<file path="config.mk">
export PLATFORM = sky130hd
export DESIGN_NAME = serial_line_assembler
export DESIGN_NICKNAME = d
export VERILOG_FILES = /design/src/hdl/sla_pkg.sv /design/src/hdl/sla_line_ram.sv /design/src/hdl/sla_pos_table.sv /design/src/hdl/serial_line_assembler.sv
export SDC_FILE = /design/constraint.sdc
export NUM_CORES = 1
export LEC_CHECK = 0
export BUFFER_PORTS_ARGS = -buffer_cell sky130_fd_sc_hd__buf_2
export CORE_MARGIN = 3
export CORE_UTILIZATION = 42
export CTS_CLUSTER_DIAMETER = 200
export DETAILED_ROUTE_END_ITERATION = 12
export GPL_TIMING_DRIVEN = 1
export SETUP_SLACK_MARGIN = 0.1
export SLEW_MARGIN = 30
export SYNTH_ARGS = -nofsm -noshare
export SYNTH_HDL_FRONTEND = slang
export SYNTH_SLANG_ARGS = --single-unit
</file>
<file path="constraint.sdc">
create_clock -name i_clk -period 3.5 [get_ports i_clk]
set_input_delay 0.7 -clock i_clk [delete_from_list [all_inputs] [get_ports i_clk]]
set_output_delay 0.7 -clock i_clk [all_outputs]
set_load 0.02 [all_outputs]
</file>
<file path="src/hdl/sla_pkg.sv">
package sla_pkg;

    // Field widths
    localparam int PORT_W = 1;
    localparam int BYTE_W = 8;
    localparam int POS_W  = 6;

    // Largest line the 6-bit fields can describe
    localparam int MAX_LINE = 63;

    // Port slots reachable through the port field
    localparam int NUM_SLOTS = 2;

    // Control characters
    localparam logic [BYTE_W-1:0] CH_CR  = 8'h0D;
    localparam logic [BYTE_W-1:0] CH_LF  = 8'h0A;
    localparam logic [BYTE_W-1:0] CH_BS  = 8'h08;
    localparam logic [BYTE_W-1:0] CH_DEL = 8'h7F;

    // Write request into the position table
    typedef struct packed {
        logic              en;
        logic [PORT_W-1:0] port;
        logic [POS_W-1:0]  pos;
    } t_pos_wr;

endpackage

</file>
<file path="src/hdl/sla_line_ram.sv">
module sla_line_ram #(
    parameter int DEPTH = 128,
    parameter int AW    = 7
) (
    input  logic                        i_clk,
    input  logic                        i_we,
    input  logic [AW-1:0]               i_waddr,
    input  logic [sla_pkg::BYTE_W-1:0]  i_wdata,
    input  logic                        i_re,
    input  logic [AW-1:0]               i_raddr,
    output logic [sla_pkg::BYTE_W-1:0]  o_rdata
);

    logic [sla_pkg::BYTE_W-1:0] r_mem [DEPTH];
    logic [sla_pkg::BYTE_W-1:0] r_rdata;

    // Write port
    always_ff @(posedge i_clk) begin
        if (i_we) begin
            r_mem[i_waddr] <= i_wdata;
        end
    end

    // Registered read port; data holds until the next read
    always_ff @(posedge i_clk) begin
        if (i_re) begin
            r_rdata <= r_mem[i_raddr];
        end
    end

    assign o_rdata = r_rdata;

endmodule

</file>
<file path="src/hdl/sla_pos_table.sv">
module sla_pos_table (
    input  logic                         i_clk,
    input  logic                         i_rst_n,
    input  logic [sla_pkg::PORT_W-1:0]   i_rd_port,
    output logic [sla_pkg::POS_W-1:0]    o_rd_pos,
    input  sla_pkg::t_pos_wr             i_wr
);

    logic [sla_pkg::POS_W-1:0] r_pos [sla_pkg::NUM_SLOTS];

    // Per-port write positions, cleared at reset
    always_ff @(posedge i_clk) begin
        if (!i_rst_n) begin
            for (int i = 0; i < sla_pkg::NUM_SLOTS; i++) begin
                r_pos[i] <= '0;
            end
        end else if (i_wr.en) begin
            r_pos[i_wr.port] <= i_wr.pos;
        end
    end

    assign o_rd_pos = r_pos[i_rd_port];

endmodule

</file>
<file path="src/hdl/serial_line_assembler.sv">
// Channel | Handshake              | Payload
// --------+------------------------+--------------------------------------------------
// in      | i_in_valid, o_in_stall | i_port, i_rx_byte
// out     | o_out_valid, i_out_stall | o_line_port, o_line_char, o_char_index,
//         |                        |   o_line_length, o_last
//
// A byte is taken every cycle while no line is being read out.
// A terminator closing a non-empty line stalls the input until the line's last
// character is read: the line store has one read port and the sequencer reads one
// character per cycle unless output stalls, via a read stage and an output register.
// Output stalls pause the read sequencer; nothing is dropped.
// Reset clears positions and control state; the line store is not cleared.
module serial_line_assembler #(
    parameter int LINE_SIZE = 64,
    parameter int PORTS     = 2
) (
    input  logic                         i_clk,
    input  logic                         i_rst_n,
    input  logic                         i_in_valid,
    output logic                         o_in_stall,
    input  logic [sla_pkg::PORT_W-1:0]   i_port,
    input  logic [sla_pkg::BYTE_W-1:0]   i_rx_byte,
    output logic                         o_out_valid,
    input  logic                         i_out_stall,
    output logic [sla_pkg::PORT_W-1:0]   o_line_port,
    output logic [sla_pkg::BYTE_W-1:0]   o_line_char,
    output logic [sla_pkg::POS_W-1:0]    o_char_index,
    output logic [sla_pkg::POS_W-1:0]    o_line_length,
    output logic                         o_last
);

    localparam int DEPTH    = PORTS * LINE_SIZE;
    localparam int AW       = (DEPTH > 1) ? $clog2(DEPTH) : 1;
    localparam int LINE_CAP = (LINE_SIZE - 1 > sla_pkg::MAX_LINE) ? sla_pkg::MAX_LINE
                                                                 : LINE_SIZE - 1;

    localparam logic ST_IDLE = 1'b0;
    localparam logic ST_EMIT = 1'b1;

    localparam int PW = sla_pkg::POS_W;

    logic                        r_state, n_state;
    logic [sla_pkg::PORT_W-1:0]  r_port;
    logic [PW-1:0]               r_len;
    logic [PW-1:0]               r_k;

    logic                        r_rd_pend, n_rd_pend;
    logic [sla_pkg::PORT_W-1:0]  r_rd_port;
    logic [PW-1:0]               r_rd_idx;
    logic [PW-1:0]               r_rd_len;
    logic                        r_rd_last;

    logic                        r_out_valid, n_out_valid;
    logic [sla_pkg::PORT_W-1:0]  r_out_port;
    logic [sla_pkg::BYTE_W-1:0]  r_out_char;
    logic [PW-1:0]               r_out_idx;
    logic [PW-1:0]               r_out_len;
    logic                        r_out_last;

    logic                        in_acc;
    logic                        port_ok;
    logic                        is_term;
    logic                        is_erase;
    logic [PW-1:0]               cur_pos;
    logic                        pos_nz;
    logic                        do_append;
    logic                        do_start;
    sla_pkg::t_pos_wr            pos_wr;

    logic                        take;
    logic                        move;
    logic                        issue;
    logic                        issue_last;
    logic [AW-1:0]               waddr;
    logic [AW-1:0]               raddr;
    logic [sla_pkg::BYTE_W-1:0]  rdata;

    // Input decode
    assign o_in_stall = (r_state != ST_IDLE);
    assign in_acc     = i_in_valid && !o_in_stall;
    assign port_ok    = (PORTS > 1) || (i_port == '0);
    assign is_term    = (i_rx_byte == sla_pkg::CH_CR) || (i_rx_byte == sla_pkg::CH_LF);
    assign is_erase   = (i_rx_byte == sla_pkg::CH_BS) || (i_rx_byte == sla_pkg::CH_DEL);
    assign pos_nz     = (cur_pos != '0);
    assign do_append  = in_acc && port_ok && !is_term && !is_erase
                        && (cur_pos < PW'(LINE_CAP));
    assign do_start   = in_acc && port_ok && is_term && pos_nz;

    // Position update: clear on a closed line, step back on erase, step on append
    always_comb begin
        pos_wr.en   = do_append || do_start || (in_acc && port_ok && is_erase && pos_nz);
        pos_wr.port = i_port;
        if (is_term) begin
            pos_wr.pos = '0;
        end else if (is_erase) begin
            pos_wr.pos = cur_pos - PW'(1);
        end else begin
            pos_wr.pos = cur_pos + PW'(1);
        end
    end

    sla_pos_table u_pos (
        .i_clk     (i_clk),
        .i_rst_n   (i_rst_n),
        .i_rd_port (i_port),
        .o_rd_pos  (cur_pos),
        .i_wr      (pos_wr)
    );

    // Line store addressing: port base plus character position
    assign waddr = ((i_port != '0) ? AW'(LINE_SIZE) : AW'(0)) + AW'(cur_pos);
    assign raddr = ((r_port != '0) ? AW'(LINE_SIZE) : AW'(0)) + AW'(r_k);

    sla_line_ram #(
        .DEPTH (DEPTH),
        .AW    (AW)
    ) u_ram (
        .i_clk   (i_clk),
        .i_we    (do_append),
        .i_waddr (waddr),
        .i_wdata (i_rx_byte),
        .i_re    (issue),
        .i_raddr (raddr),
        .o_rdata (rdata)
    );

    // Read-out flow: a read is issued only when its data will have a place to go
    assign take       = r_out_valid && !i_out_stall;
    assign move       = r_rd_pend && (!r_out_valid || take);
    assign issue      = (r_state == ST_EMIT) && (!r_rd_pend || move);
    assign issue_last = (r_k == r_len - PW'(1));

    always_comb begin
        n_state = r_state;
        case (r_state)
            ST_IDLE: begin
                if (do_start) begin
                    n_state = ST_EMIT;
                end
            end
            ST_EMIT: begin
                if (issue && issue_last) begin
                    n_state = ST_IDLE;
                end
            end
            default: n_state = ST_IDLE;
        endcase
        n_rd_pend   = issue || (r_rd_pend && !move);
        n_out_valid = move || (r_out_valid && !take);
    end

    // Control registers
    always_ff @(posedge i_clk) begin
        if (!i_rst_n) begin
            r_state     <= ST_IDLE;
            r_rd_pend   <= 1'b0;
            r_out_valid <= 1'b0;
        end else begin
            r_state     <= n_state;
            r_rd_pend   <= n_rd_pend;
            r_out_valid <= n_out_valid;
        end
    end

    // Sequencer payload
    always_ff @(posedge i_clk) begin
        if (do_start) begin
            r_port <= i_port;
            r_len  <= cur_pos;
            r_k    <= '0;
        end else if (issue) begin
            r_k <= r_k + PW'(1);
        end
        if (issue) begin
            r_rd_port <= r_port;
            r_rd_idx  <= r_k;
            r_rd_len  <= r_len;
            r_rd_last <= issue_last;
        end
        if (move) begin
            r_out_port <= r_rd_port;
            r_out_char <= rdata;
            r_out_idx  <= r_rd_idx;
            r_out_len  <= r_rd_len;
            r_out_last <= r_rd_last;
        end
    end

    assign o_out_valid   = r_out_valid;
    assign o_line_port   = r_out_port;
    assign o_line_char   = r_out_char;
    assign o_char_index  = r_out_idx;
    assign o_line_length = r_out_len;
    assign o_last        = r_out_last;

endmodule

</file>
==> summary.md <==
| Metric | Value |
|---|---|
| Fmax | `between 300 and 400 MHz` |
| Net Sw Power | `5811 µW` |
| DIE AREA | `approximately 110,000 µm²` |
| Clock latency of the later-clocked register in the worst-skew pair | `670 ps` |
| Number of cells produced by synthesis | `between 2,000 and 2,500` |
| Height of the chip | `325.5 µm` |
| Portion of the post-synthesis area used by sequential elements | `~77%` |
| Count of antenna-violating nets left after detailed routing | `0` |
| Max cap viols | `0` |
| Proportion of power drawn by the clock network | `approximately two fifths` |
| Filler cell count | `approximately 8,200` |
| Total vias in the final route | `about 22,000` |
| Post-synth cell types | `just over 60` |
| Top fanout value on the critical path | `32` |
| Outcome | `finished, final reports clean` |
| Final setup violation count | `0` |
| CP endpoint kind | `flip-flop` |
| Fin Setup TNS | `0 ps` |
| Setup repair after global routing missed its margin | `no` |
| Weighted congestion reported at the end of routability-driven placement | `about 0.86` |
| Post-layout instance count excluding filler cells | `~3,800` |
| Clock sink count | `between 1,000 and 1,500` |
| CTS Root Buffer Type | `sky130_fd_sc_hd__clkbuf_16` |
| Initial cell density of the core | `42.56%` |
| Number of standard-cell rows in the floorplan | `116` |
| Flip-flop and latch count after synthesis | `approximately 1,100` |
| DPL Wire Length | `64,840 µm` |
| Most common flop cell mapped by yosys | `sky130_fd_sc_hd__edfxtp_1` |
| Bufs on Longest Clock Path | `3` |
| Combinational share of power | `6.8%` |
| Share of final-layout standard cells stronger than drive strength 1 | `between 20 and 25%` |
| Die boundary width | `about 330 µm` |
| Number of inserted diodes | `0` |
| H-Tree Depth | `3` |
| Detailed-routing iteration count for the pre-antenna-repair pass | `6` |
| Syn Std Cell Area | `approximately 43,000 µm²` |
| Cts bufs inserted | `between 100 and 150` |
| Multi-input gate area | `9419 µm²` |
| Post-layout instance area | `a little under 50,000 µm²` |
| Post-synth EDFFs | `approximately 1,100` |
| Average wire per standard cell | `roughly 27 µm` |
| Top Ports | `37` |
| DP Cell Count | `between 3,000 and 4,000` |
| Number of DRC violations after detailed-routing iteration 0 | `approximately 2,100` |
| Initial antenna violation count | `5` |
| Sequential group share of total power | `53.1%` |
| Final hold violation count | `0` |
| YS warnings | `0` |
| Clock skew after layout | `~25 ps` |
| Clk slew on worst S/H paths | `about 60 ps` |
| Leakage power summed over all cells | `~0.015 µW` |
| Total power per unit cell area | `approximately 550 nW/µm²` |
| Largest net degree at the start of global routing | `between 100 and 150` |
| Post-synthesis async set-or-reset flop share | `0%` |
| Net count, final | `around 2,400` |
| Final wirelength | `102,400 µm` |
| Post-cts repair resize count | `0` |
| Worst endpoint required time | `around 4000 ps` |
| TritonCTS clock tree | `yes` |
| Area of the core | `100,700 µm²` |
| Crit share post-route | `around 86%` |
| Tightest Pin Transition | `913.9 ps` |
| Storage cell area | `~33,000 µm²` |
| Final-report max-slew violation count | `0` |
| Number of global-route vias before repair | `22,070` |
| Area growth from synthesis to layout | `15.02%` |
| Total of hold buffers inserted after clock tree synthesis | `0` |
| DRC viols | `0` |
| Crit Path Category | `reg -> reg` |
| Global-route wire length before repair | `approximately 150,000 µm` |
| Number of buffer cells added on primary ports | `36` |
| Hold Path Class | `in -> reg` |
| Switching part of the total | `a little over a fifth` |
| Via density per instance | `roughly 5.6` |
| Overall fraction of global-route tracks in use | `about a fifth` |
| Instance area at placement | `approximately 46,000 µm²` |
| Buffer count from post-CTS setup fixing | `0` |
| Grt total ovfl | `0` |
| Final core utilization | `about half` |
| Avg Synthesized Cell Area | `20.12 µm²` |
| Worst relative slew slack | `39.07%` |
| Internal Power | `between 20,000 and 25,000 µW` |
| Worst hold slack after final layout | `around 280 ps` |
| Sort of element at the start of the critical path | `flip-flop` |
| Worst path arrival time | `~3500 ps` |
| Peak supply drop | `between 300 and 400 µV` |
| Min Clock Period, post-route | `3004 ps` |
## power by group through the flow
stage / logic [µW] / clock network (µW) / registers (µW)
floorplan: 1260 / 0 / 14800
global placement: 1860 / 0 / 14800
detailed placement: 1890 / 0 / 14800
CTS: 1890 / 11200 / 14500
global route: 1980 / 11700 / 14500
finish: 1860 / 11000 / 14500
## cell families after synthesis
| logic type | share of synthesized area, % |
|---|---|
| xor+xnor | 0.3677 |
| compound gates | 3.485 |
| flops | 76.56 |
| fa+ha+maj | 0.2218 |
| mux | 14.73 |
| buf+inv | 1.655 |
| simple gates | 2.974 |
| other cells | 0.008747 |
## Yosys cell counts, drive strengths merged (28+ instances only)
| cell | instances | area (µm²) |
|---|---|---|
| clkbuf | 39 | 146.4 |
| nor2 | 158 | 593.1 |
| mux2i | 194 | 1954 |
| o22ai | 31 | 193.9 |
| a21oi | 36 | 180.2 |
| edfxtp | 1087 | 32640 |
| o21ai | 33 | 165.2 |
| o221ai | 34 | 297.8 |
| nand2 | 29 | 108.9 |
| nand3 | 34 | 182.7 |
| buf | 75 | 529.3 |
| mux4 | 191 | 4305 |
| a211oi | 30 | 242.7 |
| a22oi | 28 | 210.2 |
## cell usage in the layout (no fill, tap or decap), types with 6 or more instances in the layout
cell and instances:
sky130_fd_sc_hd__xnor2_1 13, sky130_fd_sc_hd__clkinv_1 24, sky130_fd_sc_hd__a21oi_1 36, sky130_fd_sc_hd__a22oi_1 28
sky130_fd_sc_hd__nand2_1 29, sky130_fd_sc_hd__conb_1 16, sky130_fd_sc_hd__buf_12 17, sky130_fd_sc_hd__nand2b_1 6
sky130_fd_sc_hd__bufinv_16 7, sky130_fd_sc_hd__o22ai_1 31, sky130_fd_sc_hd__nand3_1 32, sky130_fd_sc_hd__clkbuf_16 110
sky130_fd_sc_hd__inv_1 9, sky130_fd_sc_hd__mux2i_1 193, sky130_fd_sc_hd__nor2_1 156, sky130_fd_sc_hd__nor2b_1 13
sky130_fd_sc_hd__nand4_1 12, sky130_fd_sc_hd__nor3_1 10, sky130_fd_sc_hd__o221ai_1 34, sky130_fd_sc_hd__a211oi_1 28
sky130_fd_sc_hd__ha_1 6, sky130_fd_sc_hd__buf_2 28, sky130_fd_sc_hd__clkinv_2 23, sky130_fd_sc_hd__clkbuf_1 19
sky130_fd_sc_hd__mux4_2 190, sky130_fd_sc_hd__o21ai_0 31, sky130_fd_sc_hd__buf_4 200, sky130_fd_sc_hd__edfxtp_1 1087
## routing by layer
metal | global-route usage [%] | part of all wire, %
met1 | 27.25 | 43
met2 | 31.08 | 48
met3 | 2.828 | 6.1
met4 | 5.892 | 2.9
met5 | 0 | 0.012
## worst max-delay path, stage by stage, from the launching register on
cell and delay [ps]:
sky130_fd_sc_hd__dfxtp_4 730, sky130_fd_sc_hd__nand3b_1 250, sky130_fd_sc_hd__buf_4 320, sky130_fd_sc_hd__o221ai_1 350, sky130_fd_sc_hd__o22ai_1 130, sky130_fd_sc_hd__a221oi_1 750
sky130_fd_sc_hd__o211a_1 280
## path summary, 6_finish.rpt
path,slack [ps],end,from,cells past startpoint
setup / recovery,500,u_ram.o_rdata[6]$_DFFE_PP_,r_k[2]$_SDFFE_PP0P_,6
hold / removal,280,u_ram.r_mem[1][5]$_DFFE_PP_,i_rx_byte[5],1
setup reg to reg,500,u_ram.o_rdata[6]$_DFFE_PP_,r_k[2]$_SDFFE_PP0P_,6
hold reg to reg,420,o_last$_DFFE_PP_,r_rd_last$_DFFE_PP_,0
## per-stage QoR
step	setup slack [ps]	power (µW)
after floorplan	677.9	16040
after global placement	257.0	16660
after detailed placement	288.6	16690
after CTS	608.8	27590
after global routing	447.7	28210
final	496.5	27340
## sequential cells by signal, indices dropped and copies added, names as in the netlist
register,count
u_ram.r_mem,1024
u_pos.r_pos,12
o_line_char,8
u_ram.o_rdata,8
o_char_index,6
o_line_length,6
r_k,6
r_len,6
r_rd_idx,6
r_rd_len,6
o_in_stall,1
o_last,1
o_line_port,1
o_out_valid,1
r_port,1
r_rd_last,1
r_rd_pend,1
r_rd_port,1
## area by class of cell
| cell class | instances | share of cell area, % |
|---|---|---|
| multi-input combinational | 927 | 19.10 |
| clock inverter | 63 | 1.033 |
| tap | 1357 | 3.443 |
| timing repair buffer | 246 | 4.042 |
| clock buffer | 129 | 5.727 |
| inverter | 9 | 0.06851 |
| sequential | 1096 | 66.59 |
(Power assumes the default switching activity.)
